--- src/rtl/centroid_polar_angle_sort_macros.svh ---
// Assertion macros for the polar angle sort block.
// Used by the top level; expects clk and arst_n in scope.
`ifndef CENTROID_POLAR_ANGLE_SORT_MACROS_SVH
`define CENTROID_POLAR_ANGLE_SORT_MACROS_SVH

// Same-cycle implication, checked while out of reset.
`define CPAS_ASSERT_NOW(label, ante, cons) \
	label: assert property (@(posedge clk) disable iff (!arst_n) (ante) |-> (cons)) \
		else $error("cpas assertion failed");

// Next-cycle implication, checked while out of reset.
`define CPAS_ASSERT_NEXT(label, ante, cons) \
	label: assert property (@(posedge clk) disable iff (!arst_n) (ante) |=> (cons)) \
		else $error("cpas assertion failed");

`endif

--- src/rtl/cpas_ram.sv ---
// Generic single-write, single-read RAM with registered read data.
// No dependencies.
`default_nettype none
module cpas_ram #(
	parameter int WIDTH = 24,
	parameter int DEPTH = 64
) (
	input  wire logic                     clk,
	input  wire logic                     we,
	input  wire logic [$clog2(DEPTH)-1:0] waddr,
	input  wire logic [WIDTH-1:0]         wdata,
	input  wire logic [$clog2(DEPTH)-1:0] raddr,
	output logic      [WIDTH-1:0]         rdata
);

	logic [WIDTH-1:0] mem_q [DEPTH];

	always_ff @(posedge clk) begin
		if (we) begin
			mem_q[waddr] <= wdata;
		end
		rdata <= mem_q[raddr];
	end

endmodule
`default_nettype wire

--- config.mk ---
export PLATFORM = sky130hd
export DESIGN_NAME = cpas_ram
export DESIGN_NICKNAME = d
export VERILOG_FILES = /design/src/rtl/centroid_polar_angle_sort_macros.svh /design/src/rtl/cpas_ram.sv
export SDC_FILE = /design/constraint.sdc
export NUM_CORES = 1
export LEC_CHECK = 0
export ABC_AREA = 0
export BUFFER_PORTS_ARGS = -buffer_cell sky130_fd_sc_hd__buf_4
export CAP_MARGIN = 20
export CORE_MARGIN = 1
export CORE_UTILIZATION = 50
export DETAILED_ROUTE_END_ITERATION = 6
export MAX_ROUTING_LAYER = met4
export PLACE_DENSITY = 0.65
export RECOVER_POWER = 25
export SLEW_MARGIN = 20
export SYNTH_ARGS = -nofsm -noshare
export SYNTH_HDL_FRONTEND = slang
export SYNTH_SLANG_ARGS = --single-unit
--- constraint.sdc ---
create_clock -name clk -period 6.3 [get_ports clk]
set_input_delay 0.945 -clock clk [delete_from_list [all_inputs] [get_ports clk]]
set_output_delay 0.945 -clock clk [all_outputs]
set_load 0.01 [all_outputs]
After elaboration in Yosys (flattened, before gate mapping). Memory sizes are Yosys's and may differ from the RTL's. A register that Yosys moved wholly into a read port is not among the register bits. Index checks and enable logic that the tools add are counted.

Register bits: 0. Latch bits: 0. Memory bits (writable): 1536. Bits in read-only memories: 0. Input port bits: 38. Output and inout port bits: 24. Word-level logic and storage cells: 3. Memories kept: 1.

Add/subtract/negate cells: 0. $mul: 0. Divide/modulo/power cells: 0. Order comparisons: 0. Eq/ne operators: 0. Shifts and indexed selects: 0. Mux-type cells: 2. Bitwise operators: 0. Reductions and logical operators: 0.

Memories: mem_q (depth 64, width 24, rd ports 1, clocked after Yosys merged registers in 1, wr ports 1, RTL line cpas_ram.sv:16) `logic [WIDTH-1:0] mem_q [DEPTH];`.

Operators with widths (count): 1-bit two-way mux (2).

Logic depth before layout (Yosys ltp).
Depth after elaboration: 2. Mapped depth: 9. Mapped depth without buffers: 5.

Least setup slack after synthesis. No wires, ideal clock.

Path type: input to register. Start: in waddr[3]. End: mem mem_q[48][0], enable pin. Setup time: 0.435 ns. Arrival time: 3.107 ns. Required time: 5.865 ns. Path slack: 2.758 ns. Cell stages on the path: 4. Buffers on the path: 1. Cells stage by stage: clkbuf_1 > nor2b_1 > nand4b_1 > nor3_1.

RTL lines: from (decl) (RTL line cpas_ram.sv:10) `input wire logic [$clog2(DEPTH)-1:0] waddr,`; to (decl) (RTL line cpas_ram.sv:16).

No word-level cell before the write port.

==> metrics.md <==
| Metric | Value |
|---|---|
| Status | finished, violations left |
| Failing checks | max-capacitance violations, max-slew violations |
| Num CTS Buffers | roughly 150 |
| Sw Ratio | 0.208 |
| Worst EP required | 6950 ps |
| Crit-path cells | buf_8 -> buf_12 -> mux4_2 -> mux2_2 -> a221oi_1 -> a31oi_1 -> o21a_1 |
| Sw power | roughly 4.5 mW |
| Final-layout fill cell count | between 8,000 and 9,000 |
| PD cells | about 320 mW/mm^2 |
| Arr. time, crit path | 4090 ps |
| Reg clk slew, reported paths | 60 ps |
| Critical path class | in -> reg |
| Proportion of layout cells with a drive suffix above 1 | 0.288 |
| # Post-CTS Setup Buffers | 0 |
| Initial antenna violation count | 16 |
| R2R depth | 5 |
| Period utilization | 0.546 |
| Vias in the first global route | approximately 29,000 |
| Initial drt markers | 3,810 |
| Total number of vias | about 29,000 |
| Reg-to-reg critical path startpoint | mem_q[39][5] |
| Lkg Pwr | roughly 21 nW |
| Maximum clock frequency | 291 MHz |
| Routability cong. | about 0.85 |
| Max-slew violation count | about 1,200 |
| Die extent in x | 346 um |
| PostCTS Resize Cnt | 0 |
| Flop pwr share | 0.535 |
| Final hold viol count | 0 |
| Reg-to-reg slack, setup | around 3600 ps |
| CTS Hold Buffers Added | 0 |
| Yosys warns | 0 |
| Drt first pass iters | 5 |
| Setup crit end kind | flip-flop |
| Max-cap viol count | 19 |
| Primary FF master, synth | edfxtp_1 |
| Total GRT Usage | 0.258 |
| Most frequent cells in the layout | edfxtp_1 (1,536), mux4_2 (355), clkbuf_16 (159) |
| I/O Buffers | 61 |
| Critical path peak fanout | 67 |
| Final instance area | 0.0668 mm^2 |
| Final nets | 2,815 |
| Clock Latency Late Sink | 770 ps |
| Post-DP HPWL | between 80,000 and 90,000 um |
| CTS tree | built |
| Worst slew margin | -1.28 |
| WHS Endpoint | mem_q[43][11] |
| Clock sink total | between 1,500 and 2,000 |
| Seq cells post-synth | between 1,500 and 2,000 |
| Row cnt | 125 |
| Initial Util | 0.508 |
| Cell-internal power | around 17 mW |
| Max IR drop VDD | roughly 0.28 mV |
| Syn nets | 2,648 |
| Minimum clock period | 3440 ps |
| Post-synth EDFFs | ~1,500 |
| Post-Synthesis Cells | ~2,600 |
| Worst hold stages | 1 |
| Synthesized area | 0.0593 mm^2 |
| Syn avg cell area | about 23 um^2 |
| Comb power frac | 0.049 |
| Finished Layout Cells | between 4,000 and 5,000 |
| Worst Tran Pin Value | about 3400 ps |
| Slowest Stage Delay on Critical Path | 990 ps |
| Post-DRT Antenna Nets | 0 |
| Total core area | around 0.12 mm^2 |
| Placed insts | a little over 4,000 |
| Worst hold path class | in -> reg |
| CTS H-Tree Depth | 4 |
| Final TNS setup | 0 ps |
| Reg2Reg Capture Point | rdata[5] |
| Setup violators final | 0 |
| Type of origin of the critical path | primary input |
| Area delta synth->final | 12.6% |
| Clock network power share | 0.417 |
| Library cells used by synthesis | 40 |
| DRC | 0 |
| Die span in y | 346 um |
| Drt total wl | about 150,000 um |
| Total congestion overflow | 0 |
| Global-route wire length before repair | between 200,000 and 250,000 um |
| Die ar. | about 0.12 mm^2 |
| Largest net degree at the start of global routing | 85 |
| CP max-delay cell | a221oi_1 |
| Register area share after synthesis | 0.786 |
| DR vias/cell | about 6.5 |
| Placed inst area | 0.0619 mm^2 |
| I/O pin count | slightly above 60 |
| DR WL/cell | ~33 um |
| Async SR Flop Fraction | 0 |
| Worst clock skew | between 40 and 50 ps |
| Commonest non-fill, non-tap cell in the layout | edfxtp_1 |
| Root Buffer | clkbuf_16 |
| RSZ-0062 raised after global routing | false |
| CTS max path bufs | 3 |
| HP Start | wdata[11] |
## synthesized netlist by cell type, types with 3 or more instances
cell type     n  area share
a21oi_1      22      0.0019
a221o_1       4     0.00068
a221oi_1     52      0.0077
a22oi_1      29      0.0037
a31oi_1      13      0.0014
and2_1        3     0.00032
and3_1       16      0.0017
buf_1        13     0.00082
buf_2        45      0.0038
buf_4        31      0.0039
buf_6         8      0.0015
clkbuf_1     44      0.0028
dfxtp_1      24      0.0081
edfxtp_1   1536        0.78
mux2_2       53       0.010
mux2i_1      95       0.016
mux4_2      355        0.13
nand2_1      36      0.0023
nand2b_1      6     0.00063
nand3_1      20      0.0017
nand3b_1      3     0.00038
nor2_1       80      0.0051
nor2b_1       9     0.00095
o21a_1       13      0.0016
o21ai_0      12      0.0010
o21ai_1       6     0.00051
o22ai_1      53      0.0056
or2_2         3     0.00032
or3_1        10      0.0011
or3b_2        3     0.00044
## flip-flops by register name (all words and copies together) (netlist names)
register,cells
mem_q,1536
rdata,24
## cell families after synthesis
kind of cell           share of synthesized area
AND/OR/NAND/NOR                           0.0156
AO/OA/AOI/OAI                             0.0244
buffers and inverters                     0.0131
flip-flops                                 0.786
multiplexers                               0.161
## critical path: cells and delay by family
kind	cells	cell delay, ps
AO/OA/AOI/OAI	3	1510
multiplexers	2	650
buffers and inverters	2	860
## power by group through the flow
stage	clock, mW	combinational, mW	sequential (mW)
after detailed placement	0	1.06	11.8
after global routing	9.50	1.11	11.6
after CTS	9.12	1.07	11.5
final	9.01	1.05	11.6
after global placement	0	1.04	11.8
after floorplan	0	0.568	11.7
## worst max path at each step
stage	cells after the start	end	slack (ps)	from
floorplan	4	mem_q[48][0]	2760	waddr[3]
global placement	7	rdata[2]	2060	raddr[0]
detailed placement	7	rdata[5]	2070	raddr[2]
CTS	7	rdata[5]	2870	raddr[2]
global route	1	mem_q[22][5]	2830	wdata[5]
finish	7	rdata[5]	2860	raddr[2]
## through the flow
step / power [mW] / setup slack, ps / hold slack (ps) / util
after floorplan: 12.3 / 2760 / 772 / -
after global placement: 12.8 / 2060 / 856 / 0.529
after detailed placement: 12.8 / 2070 / 871 / 0.529
after CTS: 21.7 / 2870 / 715 / 0.572
after global routing: 22.2 / 2830 / 829 / 0.572
final: 21.6 / 2860 / 801 / 0.572
## per-layer routing
| metal | global-route usage | up-vias | routed length [um] |
|---|---|---|---|
| li1 | - | 11500 | - |
| met1 | 0.364 | 15500 | 59300 |
| met2 | 0.388 | 1557 | 70400 |
| met3 | 0.0502 | 217 | 14900 |
| met4 | 0.0697 | 0 | 3590 |
| met5 | - | - | 0 |
## cell type report
| class | count | area, um^2 | share of cell area |
|---|---|---|---|
| tap | 1524 | 1910 | 0.0286 |
| sequential | 1560 | 46600 | 0.698 |
| clock buffer | 202 | 4220 | 0.0632 |
| timing repair buffer | 154 | 1160 | 0.0173 |
| multi-input combinational | 906 | 12100 | 0.181 |
| inverter | 2 | 7.51 | 0.000112 |
| clock inverter | 74 | 743 | 0.0111 |
| antenna | 12 | 30.0 | 0.000450 |
No activity file was read; power rests on OpenSTA's default activity.
