===== src/rtl/centroid_polar_angle_sort_macros.svh =====
// Assertion macros for the polar angle sort block.
// Used by the top level; expects clk and arst_n in scope.
`ifndef CENTROID_POLAR_ANGLE_SORT_MACROS_SVH
`define CENTROID_POLAR_ANGLE_SORT_MACROS_SVH

// Same-cycle implication, checked while out of reset.
`define CPAS_ASSERT_NOW(label, ante, cons) \
	label: assert property (@(posedge clk) disable iff (!arst_n) (ante) |-> (cons)) \
		else $error("cpas assertion failed");

// Next-cycle implication, checked while out of reset.
`define CPAS_ASSERT_NEXT(label, ante, cons) \
	label: assert property (@(posedge clk) disable iff (!arst_n) (ante) |=> (cons)) \
		else $error("cpas assertion failed");

`endif


===== src/rtl/cpas_pkg.sv =====
// Shared constants, arctangent table and sort key for the polar angle sort.
// No dependencies.
`default_nettype none
package cpas_pkg;

	parameter int DEFAULT_MAX_POINTS = 64;
	parameter int COORD_W = 24;
	parameter int ANG_W = 16;
	parameter int KEY_W = 17;
	parameter int SUM_W = 31;
	parameter int DIVN_W = 32;
	parameter int DIVD_W = 8;
	parameter int CORDIC_W = 46;
	parameter int Z_W = 34;
	parameter int ATAN_W = 30;
	parameter int CORDIC_STEPS = 30;
	parameter int STEP_W = 5;
	parameter int NORM_BIT = 40;

	function automatic logic [ATAN_W-1:0] atan_tab(input logic [STEP_W-1:0] i);
		logic [ATAN_W-1:0] v;
		case (i)
			5'd0: v = 30'h20000000;
			5'd1: v = 30'h12E4051D;
			5'd2: v = 30'h09FB385B;
			5'd3: v = 30'h051111D4;
			5'd4: v = 30'h028B0D43;
			5'd5: v = 30'h0145D7E1;
			5'd6: v = 30'h00A2F61E;
			5'd7: v = 30'h00517C55;
			5'd8: v = 30'h0028BE53;
			5'd9: v = 30'h00145F2E;
			5'd10: v = 30'h000A2F98;
			5'd11: v = 30'h000517CC;
			5'd12: v = 30'h00028BE6;
			5'd13: v = 30'h000145F3;
			5'd14: v = 30'h0000A2F9;
			5'd15: v = 30'h0000517C;
			5'd16: v = 30'h000028BE;
			5'd17: v = 30'h0000145F;
			5'd18: v = 30'h00000A2F;
			5'd19: v = 30'h00000517;
			5'd20: v = 30'h0000028B;
			5'd21: v = 30'h00000145;
			5'd22: v = 30'h000000A2;
			5'd23: v = 30'h00000051;
			5'd24: v = 30'h00000028;
			5'd25: v = 30'h00000014;
			5'd26: v = 30'h0000000A;
			5'd27: v = 30'h00000005;
			5'd28: v = 30'h00000002;
			5'd29: v = 30'h00000001;
			default: v = '0;
		endcase
		return v;
	endfunction

	// Unsigned sort key: the pi code sorts after everything else.
	function automatic logic [KEY_W-1:0] angle_key(input logic [ANG_W-1:0] code);
		logic [KEY_W-1:0] k;
		if (code == 16'h8000) begin
			k = 17'h10000;
		end else begin
			k = {1'b0, code ^ 16'h8000};
		end
		return k;
	endfunction

endpackage
`default_nettype wire


===== src/rtl/cpas_div.sv =====
// Restoring divider, one quotient bit per cycle, for the rounded centroid.
// Depends on cpas_pkg.
`default_nettype none
module cpas_div (
	input  wire logic                         clk,
	input  wire logic                         arst_n,
	input  wire logic                         start,
	input  wire logic [cpas_pkg::DIVN_W-1:0]  num,
	input  wire logic [cpas_pkg::DIVD_W-1:0]  den,
	output logic                              done,
	output logic      [cpas_pkg::DIVN_W-1:0]  quo
);

	localparam int CW = $clog2(cpas_pkg::DIVN_W);

	logic                          busy_q;
	logic [CW-1:0]                 cnt_q;
	logic [cpas_pkg::DIVN_W-1:0]   nq_q;
	logic [cpas_pkg::DIVD_W-1:0]   rem_q;
	logic [cpas_pkg::DIVD_W-1:0]   den_q;
	logic [cpas_pkg::DIVD_W:0]     trial;
	logic                          ge;

	assign trial = {rem_q, nq_q[cpas_pkg::DIVN_W-1]};
	assign ge    = trial >= {1'b0, den_q};
	assign quo   = nq_q;

	always_ff @(posedge clk or negedge arst_n) begin
		if (!arst_n) begin
			busy_q <= 1'b0;
			done   <= 1'b0;
			cnt_q  <= '0;
		end else begin
			done <= 1'b0;
			if (start) begin
				busy_q <= 1'b1;
				cnt_q  <= '0;
				nq_q   <= num;
				rem_q  <= '0;
				den_q  <= den;
			end else if (busy_q) begin
				rem_q <= ge ? cpas_pkg::DIVD_W'(trial - {1'b0, den_q})
				            : trial[cpas_pkg::DIVD_W-1:0];
				nq_q  <= {nq_q[cpas_pkg::DIVN_W-2:0], ge};
				cnt_q <= cnt_q + CW'(1);
				if (cnt_q == CW'(cpas_pkg::DIVN_W - 1)) begin
					busy_q <= 1'b0;
					done   <= 1'b1;
				end
			end
		end
	end

endmodule
`default_nettype wire


===== config.mk =====
export PLATFORM = sky130hd
export DESIGN_NAME = cpas_div
export DESIGN_NICKNAME = d
export VERILOG_FILES = /design/src/rtl/centroid_polar_angle_sort_macros.svh /design/src/rtl/cpas_pkg.sv /design/src/rtl/cpas_div.sv
export SDC_FILE = /design/constraint.sdc
export NUM_CORES = 1
export LEC_CHECK = 0
export BUFFER_PORTS_ARGS = -buffer_cell sky130_fd_sc_hd__buf_2
export CORE_MARGIN = 2
export CORE_UTILIZATION = 35
export DETAILED_ROUTE_END_ITERATION = 12
export SETUP_SLACK_MARGIN = 0.15
export SYNTH_ARGS = -nofsm -noshare
export SYNTH_HDL_FRONTEND = slang
export SYNTH_SLANG_ARGS = --single-unit

===== constraint.sdc =====
create_clock -name clk -period 1.9 [get_ports clk]
set_input_delay 0 -clock clk [delete_from_list [all_inputs] [get_ports clk]]
set_output_delay 0 -clock clk [all_outputs]
set_load 0.01 [all_outputs]

# After elaboration in Yosys (flattened, before gate mapping)
# Cells that the tools add are included.
# word_totals
out_inout_bits,33
register_bits,55
# op_classes
add_sub_neg,2
n_mux,12
eq_ne,1
magnitude_cmp,1
n_reduce_logical,3
# ops
op,count
$mux 32,2
$mux 8,2
$mux 5,2
$ge 9x8->1,1
$sub 8x8->8,1
$mux 1,6
$add 5x1->5 const B,1
$eq 5x5->1 const B,1
$reduce_and 2->1,2
$reduce_bool 2->1,1

# Depth between registers and ports, before layout
# Gate-level depths: netlist of run 1.
# logic_depth
word_depth,4
ltp_mapped,9
mapped_depth_nobuf,9

# Worst setup path before layout of run 1
# OpenSTA, ideal clock, no wires.
# synth_timing
path_type,reg-to-reg
startpoint,"reg nq_q, in the netlist quo[31]"
endpoint,"reg rem_q[7] (netlist bit), data pin"
slack_ns,-0.157
setup_time_ns,0.142
arrival_time_ns,1.915
required_ns,1.758
path_stages_with_launch,10
period_less_slack_ns,2.057
path_buffers,1
path_cell_list,edfxtp_1 -> inv_1 -> ha_1 -> or2b_1 -> a21oi_2 -> o2111ai_2 -> and2_4 -> buf_6 -> a211o_1 -> a21oi_2
# synth_via
elab_chain_len,3
# synth_rtl
element,line_no,rtl
"start, declared",cpas_div.sv:18,logic [cpas_pkg::DIVN_W-1:0] nq_q;
"start signal, assigned",cpas_div.sv:38,nq_q <= num;
"start signal, assigned",cpas_div.sv:44,"nq_q <= {nq_q[cpas_pkg::DIVN_W-2:0], ge};"
$sub 8x8->8 / $ge 9x8->1 (equally long branches),"cpas_div.sv:42, cpas_div.sv:25",
$mux 8 *,cpas_div.sv:42,"rem_q <= ge ? cpas_pkg::DIVD_W'(trial - {1'b0, den_q})"
$mux 8 *,cpas_div.sv:41,end else if (busy_q) begin
"end signal, assigned",cpas_div.sv:42,
"end, declared",cpas_div.sv:19,logic [cpas_pkg::DIVD_W-1:0] rem_q;
# Every way passes the cells marked *; elsewhere a longest branch is shown, timed or not.
# A chain may end at the register's enable or synchronous reset.

# Final worst setup path of run 1
# layout_timing
startpoint,"reg nq_q, in the netlist quo[31]"
endpoint,"reg rem_q[4] (netlist bit), data pin"
# The elaborated chain is that of the path after synthesis.

==> reports/results.txt, run 1 <==
Worst skew pair latency: 310 ps
Net switching fraction of the power: 0.275
CP Class: flop to flop
Reg2reg path depth: 8
Fmax: 494 MHz
Setup crit start kind: flop
TritonRoute pass-1 iters: 4
DPL Wire Length: 4390 um
RSZ-0062 raised after global routing: yes
Reg power frac: 0.445
DRC viols: 0
Period utilization: 1.06
Top cell type's share of synthesized area: 0.525
Post-route ant nets: 0
FF-to-FF End: rem_q[4]
# H-tree levels: 2
Mapped cell area: 0.00274 sq mm
Power share of the clock group: 0.231
Critical Path End Type: flop
Worst-margin pin slew: 382 ps
PortBufs: 75
Avg WL per Cell: 14.5 um
Crit path cell chain: inv_2 > ha_4 > or2b_1 > a21oi_2 > o2111ai_4 > and2_4 > mux2i_1 > a211oi_2
Unique masters post-synth: 42
Worst VDD drop: 0.000445 V
Pwr Density: 820 mW/mm^2
Cts bufs inserted: 5
Area grow syn2layout: 51.0%
Rows: 32
Crit path required time: 1960 ps
Status: finished, violations left
Internal power: 2460 uW
Worst Setup EP: rem_q[4]
Hold path start: num[8]
Initial antenna violation count: 0
Core box area: 0.00765 sq mm
Register-to-register setup slack: -120 ps
Failing checks: setup timing
Worst slack, placed: -178 ps
Top cells by area, synth: edfxtp_1 (53%), mux2_2 (13%), dfrtp_1 (6.4%)
Final worst slack: -123 ps
Die area: 0.00856 sq mm
Final Skew: 8.93 ps
CP arrival: 2080 ps
Global-route wire length before repair: 10500 um
Final Hold Viols: 0
CTS tree: yes
Clk root buf: clkbuf_8
Crit-path max cell delay: 430 ps
Overflow after GRT: 0
Synthesized flop and latch total: 55
Commonest cells after routing, fill and taps aside: buf_2 (75), edfxtp_1 (48), dlygate4sd3_1 (39), buf_4 (34), mux2_2 (31)
WP depth: 8
Fin cells: 456
Sum Neg Setup Slack: -755 ps
Relative slew margins: 0.745
Synth Net Count: 257
DRT iter0 DRCs: 99
Top-Level Pins: 76
Longest Clk Path Bufs: 2
Fin crit period: 2020 ps
CP delay by family, top: simple AND/OR/NAND/NOR gates
Vias: 2127
Yosys warns: 0
Total wire length: 6600 um
Clock Sinks: 55
Async set-reset flop share out of synthesis: 0.127
Overall routing resource usage: 0.156
Die width: 92.5 um
Crit. Startpoint: quo[31]
Commonest non-fill, non-tap cell in the layout: buf_2
Diode count: 0
Cells after synthesis: 203
Vias in the first global route: 2174
Leakage power: 0.00177 uW
Final count of pins violating max slew: 0
Sw Pwr: 935 uW
Max FO, Critical Path: 7
Inst Count DP: 400
Slowest library cell on the worst path: edfxtp_1
Hold/Removal Path Class: input pin to flop
Final setup vio count: 9
Fin util: 0.542
Largest net degree at the start of global routing: 23
Avg Cell Area, Syn: 13.5 sq um
Vias per cell: 4.66
Worst R2R Start: quo[31]
Share of cells above drive strength 1: 0.492
Initial Utilization: 0.359
Largest area contributor in the netlist: edfxtp_1
Clock-pin slew on the worst setup and hold paths: 100 ps
Combinational share of power: 0.323
Sequential element share of the synthesized area: 0.589
Nets: 407
Maxcap violations: 0
Primary FF master, synth: edfxtp_1
Buf+Inv Stages, Crit Path: 1
Die Height: 92.5 um
Post-synth EDFFs: 48
GP Congestion: 0.841
-- area by class of cell --
class,count,area (sq um)
repair buffers,151,1060
flip-flops and latches,55,1620
clock inverters,3,43.8
inverters,12,45.0
well taps,102,128
clock buffers,5,68.8
multi-input cells,128,1180
fillers,646,3500
-- worst min path at each step --
stage / end / slack (ps) / depth (start not counted)
2_1_floorplan: busy_q / -300 / 0
3_5_place_dp: done / 80 / 2
4_1_cts: quo[8] / 10 / 2
6_report: quo[8] / 10 / 2
5_1_grt: quo[8] / 20 / 2
3_3_place_gp: done / 90 / 2
-- synth_stat cells (2+ instances only) --
| cell | count |
|---|---|
| a211oi_1 | 4 |
| a21oi_1 | 5 |
| a21oi_2 | 3 |
| and3_1 | 3 |
| buf_1 | 2 |
| clkbuf_1 | 5 |
| dfrtp_1 | 7 |
| edfxtp_1 | 48 |
| ha_1 | 10 |
| inv_1 | 12 |
| mux2_2 | 31 |
| mux2i_1 | 6 |
| nand2_1 | 8 |
| nand3_1 | 2 |
| nor2_1 | 15 |
| nor3_1 | 3 |
| o211ai_1 | 2 |
| o21a_1 | 3 |
| o21ai_0 | 5 |
| xnor2_1 | 2 |
| xor2_1 | 6 |
-- what timing repair did --
item / in CTS / in global routing
hold buffers: 39 / 0
setup endpoints to repair: 9 / 9
gates resized for setup: 14 / 9
pin swaps: 10 / 3
hold endpoints to repair: 45 / 0
setup buffers: 8 / 1
-- sequential cells by signal (all words and copies together), names as in the netlist --
name and flops:
quo 32, cnt_q 5, busy_q 1, done 1
den_q 8, rem_q 8
-- power groups by stage --
stage / Sequential (uW) / Combinational, uW / Clock [uW]
floorplan: 1550 / 503 / 0
global placement: 1530 / 842 / 0
detailed placement: 1530 / 849 / 0
CTS: 1510 / 1030 / 823
global route: 1530 / 1200 / 861
finish: 1510 / 1100 / 786
-- per-stage QoR --
step	total power [uW]	area [sq um]	hold slack, ps
after CTS	3360	4080	10.3
after global routing	3590	4140	15.0
after global placement	2370	3450	86.9
final	3400	4140	12.6
after detailed placement	2380	3450	81.9
after floorplan	2050	2760	-296
-- routing by layer --
metal	routed length (um)	track usage	share of wire
met4	30	0.0336	0.0045
met2	3210	0.264	0.49
met1	3030	0.202	0.46
met5	0	0	0
met3	332	0.0391	0.050
-- worst register-to-register path: cells and delay by family, from the launching register on --
kind,cells,cell delay (ps)
muxes,1,190
and+or+nand+nor,2,450
AOI/OAI and AO/OA,3,430
adders and majority gates,1,190
buffers and inverters,1,90
DFF,1,430
-- logic make-up (layout without fill, tap and decap cells) --
kind of cell / Yosys count / count (layout) / synth area share
simple gates: 40 / 40 / 0.0702
xor+xnor: 8 / 8 / 0.0255
mux: 37 / 37 / 0.149
buf+inv: 20 / 171 / 0.0301
flops: 55 / 55 / 0.589
compound gates: 32 / 32 / 0.0830
fa+ha+maj: 11 / 11 / 0.0529
Note: power is estimated with default switching activity, not from simulation.
==> run 2: changes to the inputs <==
--- a/config.mk
+++ b/config.mk
@@ -7,8 +7,11 @@
 export LEC_CHECK = 0
 export BUFFER_PORTS_ARGS = -buffer_cell sky130_fd_sc_hd__buf_2
 export CORE_MARGIN = 2
-export CORE_UTILIZATION = 35
+export CORE_UTILIZATION = 40
+export CTS_CLUSTER_SIZE = 20
 export DETAILED_ROUTE_END_ITERATION = 12
+export GPL_TIMING_DRIVEN = 0
+export PLACE_DENSITY = 0.66
 export SETUP_SLACK_MARGIN = 0.15
 export SYNTH_ARGS = -nofsm -noshare
 export SYNTH_HDL_FRONTEND = slang
==> reports/results.txt, run 2 (synthesis gave the netlist of run 1 again) <==
Internal power: 2230 uW
Critical Path End Type: flop
Worst VDD drop: 0.000435 V
Largest net degree at the start of global routing: 33
Crit-path max cell delay: 450 ps
Fin util: 0.584
Max FO, Critical Path: 7
Commonest cells after routing, fill and taps aside: buf_2 (74), edfxtp_1 (48), dlygate4sd3_1 (41), mux2_2 (31), nor2_1 (15)
Final Hold Viols: 0
TritonRoute pass-1 iters: 4
Clock Sinks: 55
# H-tree levels: 2
Hold/Removal Path Class: input pin to asynchronous set/reset pin
Setup crit start kind: flop
Die width: 86.8 um
Sw Pwr: 942 uW
Final setup vio count: 9
Slowest library cell on the worst path: edfxtp_1
Fill cell count: 534
Power share of the clock group: 0.223
Rows: 30
Longest Clk Path Bufs: 2
CP Class: flop to flop
Avg WL per Cell: 15.0 um
Commonest non-fill, non-tap cell in the layout: buf_2
Design area: 0.00393 sq mm
Fmax: 466 MHz
Pwr Density: 808 mW/mm^2
Overflow after GRT: 0
Top-Level Pins: 76
DRT iter0 DRCs: 98
Reg power frac: 0.477
Failing checks: setup timing
Cts bufs inserted: 5
Maxcap violations: 0
Vias per cell: 5.01
CP arrival: 2190 ps
PortBufs: 74
Share of cells above drive strength 1: 0.435
Buf+Inv Stages, Crit Path: 2
Combinational share of power: 0.299
Period utilization: 1.13
Net switching fraction of the power: 0.297
Worst skew pair latency: 320 ps
Multi-input combinational cell area: 0.00117 sq mm
Max reg flops: 32
Die Height: 86.8 um
Worst slack, placed: -288 ps
Crit path required time: 1950 ps
Worst hold slack: 139 ps
Overall routing resource usage: 0.171
Initial Utilization: 0.408
FF+latch area: 0.00162 sq mm
Area grow syn2layout: 43.0%
Fin cells: 416
CP delay by family, top: compound AO/OA/AOI/OAI gates
DPL Wire Length: 3870 um
Leakage power: 0.00164 uW
Final Skew: 10.5 ps
Global-route wire length before repair: 9980 um
Final worst slack: -245 ps
Crit path cell chain: inv_2 > ha_4 > or2b_1 > a21oi_2 > o2111ai_4 > and2_4 > buf_6 > o211ai_1 > a21oi_1
Vias: 2083
Diode count: 0
Inst Count DP: 357
Die area: 0.00754 sq mm
Worst-margin pin slew: 544 ps
Final count of pins violating max slew: 0
Clk root buf: clkbuf_8
DRC viols: 0
Initial antenna violation count: 0
Total wire length: 6230 um
Relative slew margins: 0.637
GP Congestion: 0.772
Clock-pin slew on the worst setup and hold paths: 100 ps
Cell Area, Placed: 0.00323 sq mm
RSZ-0062 raised after global routing: yes
Nets: 389
Vias in the first global route: 2141
Core box area: 0.00672 sq mm
CTS tree: yes
Status: finished, violations left
Fin crit period: 2140 ps
Post-route ant nets: 0
==> run 2: cell types whose count changed in the layout (fill, tap and decap cells not counted), moves of 2 or more <==
cell | before | now
buf_4 | 34 | 10
clkbuf_1 | 0 | 5
buf_1 | 0 | 2
dlygate4sd3_1 | 39 | 41
o21ai_0 | 3 | 5
o21ai_2 | 2 | 0
==> run 2: per-stage QoR <==
stage	setup TNS, ps	power (uW)
detailed placement	-6280	2260
floorplan	-551	2050
global placement	-5840	2250
CTS	-1490	3100
finish	-1670	3170
global route	-2470	3330
==> run 2: power groups by stage <==
| stage | sequential [uW] | clock, uW | combinational (uW) |
|---|---|---|---|
| 3_5_place_dp | 1540 | 0 | 724 |
| 2_1_floorplan | 1550 | 0 | 503 |
| 4_1_cts | 1510 | 719 | 871 |
| 5_1_grt | 1530 | 762 | 1040 |
| 6_report | 1520 | 709 | 950 |
| 3_3_place_gp | 1540 | 0 | 712 |
==> run 2: metal layers <==
layer  global-route usage  wire length, um  share of wire  vias up
met5                    0                0              0        -
li1                     -                -              -     1016
met4               0.0426               61         0.0098        0
met2                0.280             2960           0.48       71
met3               0.0505              397          0.064        5
met1                0.222             2810           0.45      991
==> run 2: path summary, 6_finish.rpt <==
path / from / to / slack (ps) / cells past startpoint
max: quo[31] / rem_q[0] / -240 / 9
min: arst_n / busy_q / 140 / 2
max reg2reg: quo[31] / rem_q[0] / -240 / 9
min reg2reg: cnt_q[4] / cnt_q[4] / 540 / 2
max in group asynchronous: arst_n / cnt_q[1] / 1490 / 2
min in group clk: start / busy_q / 290 / 3
==> run 2: final cells by class <==
type | instances | area share
inverters | 12 | 0.0115
well taps | 80 | 0.0255
plain buffers | 8 | 0.00956
repair buffers | 125 | 0.218
multi-input cells | 128 | 0.299
clock inverters | 3 | 0.00701
flip-flops and latches | 55 | 0.412
clock buffers | 5 | 0.0175
==> run 2: timing repair <==
item                                   in CTS  in global routing
pin swaps                                   1                  5
hold buffers                               41                  0
endpoints found under the hold margin      47                  0
gates cloned                                0                  0
resized for setup                          10                 10
setup endpoints to repair                  41                  9
buffers inserted                            8                  2
