**src/rtl/centroid_polar_angle_sort_macros.svh**
```systemverilog
// Assertion macros for the polar angle sort block.
// Used by the top level; expects clk and arst_n in scope.
`ifndef CENTROID_POLAR_ANGLE_SORT_MACROS_SVH
`define CENTROID_POLAR_ANGLE_SORT_MACROS_SVH

// Same-cycle implication, checked while out of reset.
`define CPAS_ASSERT_NOW(label, ante, cons) \
	label: assert property (@(posedge clk) disable iff (!arst_n) (ante) |-> (cons)) \
		else $error("cpas assertion failed");

// Next-cycle implication, checked while out of reset.
`define CPAS_ASSERT_NEXT(label, ante, cons) \
	label: assert property (@(posedge clk) disable iff (!arst_n) (ante) |=> (cons)) \
		else $error("cpas assertion failed");

`endif

```
**src/rtl/cpas_pkg.sv**
```systemverilog
// Shared constants, arctangent table and sort key for the polar angle sort.
// No dependencies.
`default_nettype none
package cpas_pkg;

	parameter int DEFAULT_MAX_POINTS = 64;
	parameter int COORD_W = 24;
	parameter int ANG_W = 16;
	parameter int KEY_W = 17;
	parameter int SUM_W = 31;
	parameter int DIVN_W = 32;
	parameter int DIVD_W = 8;
	parameter int CORDIC_W = 46;
	parameter int Z_W = 34;
	parameter int ATAN_W = 30;
	parameter int CORDIC_STEPS = 30;
	parameter int STEP_W = 5;
	parameter int NORM_BIT = 40;

	function automatic logic [ATAN_W-1:0] atan_tab(input logic [STEP_W-1:0] i);
		logic [ATAN_W-1:0] v;
		case (i)
			5'd0: v = 30'h20000000;
			5'd1: v = 30'h12E4051D;
			5'd2: v = 30'h09FB385B;
			5'd3: v = 30'h051111D4;
			5'd4: v = 30'h028B0D43;
			5'd5: v = 30'h0145D7E1;
			5'd6: v = 30'h00A2F61E;
			5'd7: v = 30'h00517C55;
			5'd8: v = 30'h0028BE53;
			5'd9: v = 30'h00145F2E;
			5'd10: v = 30'h000A2F98;
			5'd11: v = 30'h000517CC;
			5'd12: v = 30'h00028BE6;
			5'd13: v = 30'h000145F3;
			5'd14: v = 30'h0000A2F9;
			5'd15: v = 30'h0000517C;
			5'd16: v = 30'h000028BE;
			5'd17: v = 30'h0000145F;
			5'd18: v = 30'h00000A2F;
			5'd19: v = 30'h00000517;
			5'd20: v = 30'h0000028B;
			5'd21: v = 30'h00000145;
			5'd22: v = 30'h000000A2;
			5'd23: v = 30'h00000051;
			5'd24: v = 30'h00000028;
			5'd25: v = 30'h00000014;
			5'd26: v = 30'h0000000A;
			5'd27: v = 30'h00000005;
			5'd28: v = 30'h00000002;
			5'd29: v = 30'h00000001;
			default: v = '0;
		endcase
		return v;
	endfunction

	// Unsigned sort key: the pi code sorts after everything else.
	function automatic logic [KEY_W-1:0] angle_key(input logic [ANG_W-1:0] code);
		logic [KEY_W-1:0] k;
		if (code == 16'h8000) begin
			k = 17'h10000;
		end else begin
			k = {1'b0, code ^ 16'h8000};
		end
		return k;
	endfunction

endpackage
`default_nettype wire

```
**src/rtl/cpas_cordic.sv**
```systemverilog
// Iterative vectoring CORDIC: normalize, quadrant fold, one rotation a cycle.
// Depends on cpas_pkg.
`default_nettype none
module cpas_cordic (
	input  wire logic                               clk,
	input  wire logic                               arst_n,
	input  wire logic                               start,
	input  wire logic signed [cpas_pkg::COORD_W:0]  dx,
	input  wire logic signed [cpas_pkg::COORD_W:0]  dy,
	output logic                                    done,
	output logic             [cpas_pkg::ANG_W-1:0]  code
);

	localparam int W = cpas_pkg::CORDIC_W;
	localparam int ZW = cpas_pkg::Z_W;
	localparam logic signed [W-1:0] LIM = W'(1) <<< cpas_pkg::NORM_BIT;
	localparam logic signed [ZW-1:0] QUARTER = ZW'(32'h40000000);
	localparam logic signed [ZW-1:0] HALF = ZW'(32768);

	typedef enum logic [1:0] {C_IDLE, C_NORM, C_ROT, C_FIN} cstate_t;

	cstate_t                          state_q;
	logic signed [W-1:0]              x_q, y_q, ax, ay, xs, ys;
	logic signed [ZW-1:0]             z_q, at, zr, zs;
	logic [cpas_pkg::STEP_W-1:0]      step_q;
	logic                             dyneg_q;
	logic signed [17:0]               r;
	logic signed [17:0]               rc;

	always_comb begin
		ax = x_q[W-1] ? -x_q : x_q;
		ay = y_q[W-1] ? -y_q : y_q;
		xs = x_q >>> step_q;
		ys = y_q >>> step_q;
		at = $signed(ZW'(cpas_pkg::atan_tab(step_q)));
		zr = z_q + HALF;
		zs = zr >>> 16;
		r  = zs[17:0];
		rc = r;
		if (r > 18'sd32767) begin
			rc = -18'sd32768;
		end else if (r < -18'sd32768) begin
			rc = -18'sd32767;
		end
		if (dyneg_q && rc == -18'sd32768) begin
			rc = -18'sd32767;
		end
	end

	always_ff @(posedge clk or negedge arst_n) begin
		if (!arst_n) begin
			state_q <= C_IDLE;
			done    <= 1'b0;
		end else begin
			done <= 1'b0;
			unique case (state_q)
				C_IDLE: begin
					if (start) begin
						dyneg_q <= dy[cpas_pkg::COORD_W];
						x_q     <= W'(dx);
						y_q     <= W'(dy);
						if (dx == '0 && dy == '0) begin
							code <= '0;
							done <= 1'b1;
						end else begin
							state_q <= C_NORM;
						end
					end
				end
				C_NORM: begin
					// shift up until the larger magnitude reaches 2^40, then fold
					if (ax < LIM && ay < LIM) begin
						x_q <= x_q <<< 1;
						y_q <= y_q <<< 1;
					end else begin
						step_q  <= '0;
						state_q <= C_ROT;
						if (x_q[W-1]) begin
							if (!y_q[W-1]) begin
								x_q <= y_q;
								y_q <= -x_q;
								z_q <= QUARTER;
							end else begin
								x_q <= -y_q;
								y_q <= x_q;
								z_q <= -QUARTER;
							end
						end else begin
							z_q <= '0;
						end
					end
				end
				C_ROT: begin
					if (y_q > 0) begin
						x_q <= x_q + ys;
						y_q <= y_q - xs;
						z_q <= z_q + at;
					end else begin
						x_q <= x_q - ys;
						y_q <= y_q + xs;
						z_q <= z_q - at;
					end
					step_q <= step_q + 1'b1;
					if (step_q == cpas_pkg::STEP_W'(cpas_pkg::CORDIC_STEPS - 1)) begin
						state_q <= C_FIN;
					end
				end
				C_FIN: begin
					code    <= rc[cpas_pkg::ANG_W-1:0];
					done    <= 1'b1;
					state_q <= C_IDLE;
				end
				default: state_q <= C_IDLE;
			endcase
		end
	end

endmodule
`default_nettype wire

```
**config.mk**
```make
export PLATFORM = sky130hd
export DESIGN_NAME = cpas_cordic
export DESIGN_NICKNAME = d
export VERILOG_FILES = /design/src/rtl/centroid_polar_angle_sort_macros.svh /design/src/rtl/cpas_pkg.sv /design/src/rtl/cpas_cordic.sv
export SDC_FILE = /design/constraint.sdc
export NUM_CORES = 1
export LEC_CHECK = 0
export BUFFER_PORTS_ARGS = -buffer_cell sky130_fd_sc_hd__buf_2
export CELL_PAD_IN_SITES_DETAIL_PLACEMENT = 1
export CELL_PAD_IN_SITES_GLOBAL_PLACEMENT = 1
export CORE_ASPECT_RATIO = 1.1
export CORE_MARGIN = 3
export CORE_UTILIZATION = 30
export CTS_CLUSTER_SIZE = 40
export DETAILED_ROUTE_END_ITERATION = 10
export PLACE_DENSITY = 0.61
export RECOVER_POWER = 50
export SLEW_MARGIN = 20
export SYNTH_ARGS = -nofsm -noshare
export SYNTH_HDL_FRONTEND = slang
export SYNTH_SLANG_ARGS = --single-unit
```
**constraint.sdc**
```tcl
create_clock -name clk -period 14.68 [get_ports clk]
set_input_delay 2.936 -clock clk [delete_from_list [all_inputs] [get_ports clk]]
set_output_delay 2.936 -clock clk [all_outputs]
set_load 0.01 [all_outputs]
```
# == After elaboration in Yosys (flattened, before gate mapping) ==
# Memories as Yosys holds them, arrays and structs flattened. A register that Yosys moved wholly into a read port is not among the register bits.
# Index checks and enable logic that the tools add are counted.
# totals
reg_bits,151
romBits,960
in_bits,53
word_cells,88
n_memories,1
# mem_list
name,depth,width,rd,rd_ports_with_merged_regs,wr,line_no,source
(name not given),32,30,1,1,0,cpas_pkg.sv:22,case (i)
# op_classes
n_addsub,10
magnitude_cmp,5
n_eq_ne,11
shift,2
muxes,35
n_reduce_logical,15
# ops
cell,count
2-to-1 mux 46 bit,11
one-hot mux 46 bit (3 select lines),2
2-to-1 mux 34 bit,4
adder 46 bit,2
"less-than comparator 46 x 42 -> 1 bit, second input constant",2
negator 46 bit,2
>>> shifter 46 x 5 -> 46 bit,2
subtractor 46 bit,2
one-hot mux 34 bit (2 select lines),1
zero test 25 bit,2
2-to-1 mux 16 bit,3
"greater-than comparator 46 x 1 -> 1 bit, second input constant",1
2-to-1 mux 18 bit,2
"adder 34 x 17 -> 34 bit, second input constant",1
adder 34 x 31 -> 34 bit,1
subtractor 34 x 31 -> 34 bit,1
one-hot mux 16 bit (2 select lines),1
"equality test 18 x 16 -> 1 bit, second input constant",1
"greater-than comparator 18 x 16 -> 1 bit, second input constant",1
"less-than comparator 18 x 16 -> 1 bit, second input constant",1
AND reduction 4 bit,3
2-to-1 mux 5 bit,2
"!= test 2 bit, second input constant",5
one-hot mux 5 bit (2 select lines),1
other kinds (14),24

# == Depth between registers and ports, before layout ==
# Gate-level depths: netlist of run 1.
# logic_depth
ltp_word,8
mapped_depth,33

# == Worst setup path before layout of run 1 ==
# Ideal clock, no wire load.
# synth_path
path_kind,in2reg
startpoint,in arst_n
endpoint,reg x_q[0] (enable)
arrival_time_ns,9.839
t_required_ns,14.001
slack_ns,4.163
stages,3
n_path_buf,0
path_cell_list,inv_1 > nor3_1 > a21boi_0
# synth_via
elab_chain_len,1
# synth_lines
item,line_no,source
start: declaration,cpas_cordic.sv:6,"input wire logic arst_n,"
AND reduction 4 bit (no source line),-,
end signal: assignment,cpas_cordic.sv:60,x_q <= W'(dx);
end signal: assignment,cpas_cordic.sv:73,x_q <= x_q <<< 1;
end signal: assignment,cpas_cordic.sv:80,x_q <= y_q;
end: declaration,cpas_cordic.sv:23,"logic signed [W-1:0] x_q, y_q, ax, ay, xs, ys;"
# No other way between the ends.
# A chain may end at the register's enable or synchronous reset.

# == Worst setup path after layout of run 1 ==
# layout_path
startpoint,reg y_q[16]
endpoint,reg at[0] (netlist name)
# layout_via
elab_chain_len,7
# layout_lines
item,line_no,source
start: declaration,cpas_cordic.sv:23,
start signal: assignment,cpas_cordic.sv:61,y_q <= W'(dy);
start signal: assignment,cpas_cordic.sv:74,y_q <= y_q <<< 1;
start signal: assignment,cpas_cordic.sv:81,y_q <= -x_q;
negator 46 bit,cpas_cordic.sv:32,ay = y_q[W-1] ? -y_q : y_q;
2-to-1 mux 46 bit *,cpas_cordic.sv:32,
less-than comparator 46 x 42 -> 1 bit *,cpas_cordic.sv:72,if (ax < LIM && ay < LIM) begin
logical AND 1 bit *,cpas_cordic.sv:72,
!= test 2 bit (no source line) *,-,
AND reduction 3 bit (no source line) *,-,
2-to-1 mux 5 bit (no source line) *,-,
# Mark *: on every way between the ends. The rest lies on a longest branch, timed or not.

==> impl_metrics.ini, run 1 <==
[route]
first_pass_iters = 6
drtIter0Drc = 2321
viasPerCell = 6.09
routed-via-count = 27000
post_drt_wl_per_cell_um = 26.3
drc = 0
postRouteWirelength_um = 116000
ant_nets = 0

[critical_path]
required_ps = 15060
crit_path_start_kind = flop
critPathKind = flop to flop
worst-path-max-fanout = 58
end_kind = flop
worstPathArrival_ps = 10370

[final_layout]
fillers = 10800
num_antenna_cells = 0
regArea_um2 = 5120
multi_input_area_um2 = 20600
area_growth_pct = 5.21
drive_gt1_frac = 0.107
final_nets = 3463

[placed_design]
finalWeightedCongestion = 0.921
hpwlAfterDp_um = 86400
port-buffer-count = 69

[clocking]
clock_sinks = 181
cts.path.max_buffers = 2
cts_buffers = 17
cts_root_buffer = clkbuf_16
cts_tree = done
cts_max_level = 4
clk_latency_ps = 530
cts_setup_buffers = 0
cts_resized = 0
cts_hold_buf = 0
clk_pin_slew_worst_paths_ps = 80

[grt]
grt_pass1_vias = 27000
antenna_found_initial = 1
grt-ovfl-total = 0
grt_pass1_wl_um = 175000
gr-usage-all-layers = 0.241
grt_max_degree = 129

[logic_synthesis]
yosys-top-cells-count = nor2_1, nand2_1, a21oi_1
synth_most_common_cell = nor2_1
synthArstFlopShare = 0.0166
yosysWarnings = 0
yosysSeqAreaShare = 0.186
synth-seq-cells = 181
synthCells = 3360
ys.flop_type = edfxtp_1
yosysTopAreaCellShare = 0.162
yosysTopAreaCell = edfxtp_1
synth-edff-count = 148
ys_top_cells_by_area = edfxtp_1, mux4_2, ha_1
syn-num-nets = 3571
synth_cell_types = 112
avgSynthCellArea_um2 = 8.18
synth_area_um2 = 27500

[run]
max-cap-violations = 8

[run_status]
status = finished, violations left
violations = capacitance limit, slew limit

[worst_hold_path]
min_path_type = flop to flop

[sta]
rsz0062_at_grt = no
hold_ws_ps = 693
final-setup-viol-count = 0
tightest_slew_ps = 3900
finalCritPeriodShare = 0.681
slew_headroom = -1.60
fin_skew_ps = 31.1
fmax_ghz = 0.100
finalHoldViolCount = 0
tns_ps = 0
fin_crit_ps = 10000
finalMaxSlewViolations = 335

[die]
initial_core_util = 0.305
rows = 115
boundaryPins = 70
core_area_um2 = 90100
dieArea_um2 = 95300
die_x_um = 295
die_h_um = 323
==> per-layer routing <==
metal | routed length [um] | up-vias | global-route usage
met2 | 55300 | 944 | 0.404
met4 | 4540 | 0 | 0.0914
met5 | 0 | - | 0
met3 | 7890 | 189 | 0.0404
met1 | 48800 | 13500 | 0.309
li1 | - | 12300 | -
==> critical path, cell delays in order, from the launching register on <==
cell	delay, ps
edfxtp_1	380
clkbuf_1	420
or4_1	740
nor4b_1	1080
nand4_1	790
or2_0	520
o31ai_1	280
xnor2_1	230
o21bai_1	290
a31oi_4	210
clkbuf_1	2370
o22ai_1	880
inv_1	430
ha_1	430
nor2_1	150
a2111oi_0	70
or4_1	540
==> cell type report <==
cell class / count / share of cell area
inverter: 86 / 0.0112
sequential: 181 / 0.177
clock buffer: 19 / 0.0150
timing repair buffer: 135 / 0.0273
clock inverter: 13 / 0.00558
multi-input combinational: 2831 / 0.713
tap: 1170 / 0.0506
==> sequential cells by signal, indices dropped and copies added, names as in the netlist <==
signal and flops:
code 16, dyneg_q 1, done 1, y_q 46, z_q 34, step_q 5
state_q 2, at 30, x_q 46
==> stage by stage <==
stage | std cells | worst slack [ps] | util | area [um2]
after floorplan | 3360 | 4160 | - | 27500
after global placement | 4403 | 5960 | 0.316 | 28400
after detailed placement | 4403 | 5860 | 0.316 | 28400
after CTS | 4435 | 5800 | 0.322 | 29000
after global routing | 4435 | 4210 | 0.321 | 28900
final | 4435 | 4680 | 0.321 | 28900
==> final timing paths <==
kind / slack [ps] / startpoint / depth (start not counted) / to
worst min-delay path: 690 / at[0] / 2 / z_q[0]
worst max-delay path: 4680 / y_q[16] / 16 / at[0]
worst max register to register: 4680 / y_q[16] / 16 / at[0]
worst min register to register: 690 / at[0] / 2 / z_q[0]
max in group asynchronous: 11880 / arst_n / 1 / state_q[0]
min in group asynchronous: 2400 / arst_n / 1 / done
==> cell families after synthesis <==
family                     share of synthesized area
and+or+nand+nor                                0.189
adders and majority gates                     0.0727
muxes                                          0.157
AOI/OAI and AO/OA                              0.230
buffers and inverters                         0.0647
xor gates and xnor gates                       0.101
DFF                                            0.186
==> placed cells by master (no fill, tap or decap), drive strengths merged, types with 72 or more instances in the layout <==
cell type,count
a21o,72
a21oi,279
buf,105
edfxtp,148
ha,155
inv,93
mux2i,99
mux4,117
nand2,346
nor2,376
nor3,74
o21ai,188
xnor2,201
xor2,115
Power of run 1 is left out: the tool's default activity adds up to more than one toggle a clock period on the data nets, which glitch-free logic cannot reach.
==> run 2, diff against run 1 <==
--- a/config.mk
+++ b/config.mk
@@ -5,6 +5,7 @@
 export SDC_FILE = /design/constraint.sdc
 export NUM_CORES = 1
 export LEC_CHECK = 0
+export ABC_AREA = 1
 export BUFFER_PORTS_ARGS = -buffer_cell sky130_fd_sc_hd__buf_2
 export CELL_PAD_IN_SITES_DETAIL_PLACEMENT = 1
 export CELL_PAD_IN_SITES_GLOBAL_PLACEMENT = 1
@@ -13,7 +14,7 @@
 export CORE_UTILIZATION = 30
 export CTS_CLUSTER_SIZE = 40
 export DETAILED_ROUTE_END_ITERATION = 10
-export PLACE_DENSITY = 0.61
+export PLACE_DENSITY = 0.67
 export RECOVER_POWER = 50
 export SLEW_MARGIN = 20
 export SYNTH_ARGS = -nofsm -noshare
==> constraint.sdc (replaced) <==
create_clock -name clk -period 8.75 [get_ports clk]
set_input_delay 1.75 -clock clk [delete_from_list [all_inputs] [get_ports clk]]
set_output_delay 1.75 -clock clk [all_outputs]
set_load 0.01 [all_outputs]
==> run 2 against run 1 <==
  * The flow still finishes with violations (capacitance limit, slew limit)
  * Synthesized area up 4.8%
  * Sequential share of layout area decreased by 0.94 points
  * Clock skew is 6.9 ps lower
  * Utilization increased by 0.16 points
  * Critical endpoint is now y_q[4]
  * Largest cell class unchanged
==> impl_metrics.ini, run 2 <==
[run_status]
status = finished, violations left
violations = capacitance limit, slew limit

[logic_synthesis]
yosysTopAreaCell = nand2_1
syn-num-nets = 5084
yosys-top-cells-count = nand2_1, nand3_1, nor2_1
yosysSeqAreaShare = 0.178
synthCells = 4873
synth-seq-cells = 181
synth_area_um2 = 28800
synth_cell_types = 73
ys.flop_type = edfxtp_1
yosysTopAreaCellShare = 0.168
synth-edff-count = 148
ys_top_cells_by_area = nand2_1, edfxtp_1, nand3_1
synth_most_common_cell = nand2_1
avgSynthCellArea_um2 = 5.91
yosysWarnings = 0
synthArstFlopShare = 0.0166

[sta]
fin_skew_ps = 24.2
final-setup-viol-count = 0
tns_ps = 0
rsz0062_at_grt = no
tightest_slew_ps = 3300
fin_crit_ps = 7540
finalMaxSlewViolations = 208
fmax_ghz = 0.133
slew_headroom = -1.20
finalHoldViolCount = 0
finalCritPeriodShare = 0.862

[placed_design]
finalWeightedCongestion = 0.970
placedCellCount = 6046
port-buffer-count = 69
hpwlAfterDp_um = 118000

[run]
max-cap-violations = 6

[critical_path]
setup.worst_path.start = x_q[1]
end_kind = flop
critPathKind = flop to flop
reg2reg_slack_ps = 1210
worst-path-max-fanout = 51
r2r_cells = 17
r2r_end = y_q[4]
crit_path_start_kind = flop
r2r_start = x_q[1]
required_ps = 8900
worstPathArrival_ps = 7690

[final_layout]
fillers = 12800
area_growth_pct = 5.94
instances_no_fill = 6078
final_cell_mix = nand2_1, nand3_1, nor2_1
fin_util = 0.323
drive_gt1_frac = 0.0562
mostFrequentLayoutCell = nand2_1
num_antenna_cells = 0
top_regs = x_q (46), y_q (46), z_q (34)
final_nets = 5016

[route]
ant_nets = 0
routed-via-count = 34800
drtIter0Drc = 2885
viasPerCell = 5.73
post_drt_wl_per_cell_um = 24.3
drc = 0
postRouteWirelength_um = 147000
first_pass_iters = 6

[die]
boundaryPins = 70
initial_core_util = 0.305
die_h_um = 331
die_x_um = 302
dieArea_um2 = 99800
core_area_um2 = 94600
rows = 118

[grt]
grt-ovfl-total = 0
grt_max_degree = 81
antenna_found_initial = 2
grt_pass1_vias = 34200
gr-usage-all-layers = 0.287
grt_pass1_wl_um = 216000

[worst_hold_path]
hold_start = state_q[1]
whs_path_depth = 2
min_path_type = flop to flop
min_to = state_q[1]

[clocking]
cts_max_level = 4
clk_latency_ps = 530
cts_buffers = 17
cts_resized = 0
cts_hold_buf = 0
cts_tree = done
cts_setup_buffers = 0
cts.path.max_buffers = 2
clock_sinks = 181
cts_root_buffer = clkbuf_16
clk_pin_slew_worst_paths_ps = 80
-- run 2: cell count changes after synthesis, sizes merged, moves of 117 or more --
| cell | previous run | this run |
|---|---|---|
| nand3 | 68 | 676 |
| nand2 | 346 | 1325 |
| o21ai | 188 | 328 |
| nor2 | 376 | 560 |
| xnor2 | 201 | 32 |
| inv | 86 | 503 |
| mux4 | 117 | 0 |
-- run 2: logic make-up after synthesis --
logic type / count (synthesis) / synth area share
XOR/XNOR: 159 / 0.0483
AO/OA/AOI/OAI: 927 / 0.184
flip-flops: 181 / 0.178
AND/OR/NAND/NOR: 2748 / 0.418
adder cells (fa/ha/maj): 158 / 0.0694
buffers and inverters: 700 / 0.102
-- run 2: per-stage QoR --
| step | instance area (um2) | setup WS (ps) | hold slack [ps] |
|---|---|---|---|
| 2_1_floorplan | 28800 | 3980 | 503 |
| 3_3_place_gp | 30000 | 1740 | 542 |
| 3_5_place_dp | 30000 | 1850 | 582 |
| 4_1_cts | 30600 | 1840 | 602 |
| 5_1_grt | 30500 | 854 | 636 |
| 6_report | 30500 | 1210 | 596 |
-- run 2: final cells by class --
cell class | count | area, um2 | share of cell area
multi-input cells | 3992 | 20700 | 0.679
flip-flops and latches | 181 | 5120 | 0.168
repair buffers | 108 | 612 | 0.0200
clock buffers | 18 | 439 | 0.0144
inverters | 505 | 1910 | 0.0625
well taps | 1260 | 1580 | 0.0516
clock inverters | 14 | 156 | 0.00512
-- run 2: worst max-delay path by stage --
stage / endpoint / slack, ps / cells past startpoint
2_1_floorplan: x_q[0] / 3980 / 19
3_3_place_gp: x_q[41] / 1740 / 23
3_5_place_dp: y_q[28] / 1850 / 20
4_1_cts: x_q[41] / 1840 / 23
5_1_grt: y_q[4] / 850 / 17
6_report: y_q[4] / 1210 / 17
-- run 2: metal layers --
metal	vias to the layer above	track usage	wire, um
li1	16300	-	-
met1	16800	0.347	60200
met2	1289	0.484	67900
met3	429	0.0369	8360
met4	2	0.180	10900
met5	-	0	9
-- run 2: worst max-delay path, stage by stage, from the launching register on --
cell,delay [ps]
edfxtp_1,560
inv_1,250
ha_1,260
nand2_1,70
inv_1,50
nand2_1,130
nor3_1,860
nand2_1,130
nand2_1,130
nand2_1,60
nor2_1,90
nand3_1,110
nand2_2,80
nand2_1,50
clkbuf_1,750
nand2_1,430
o21a_1,2220
buf_4,860
Power of run 2 is left out for the same reason.
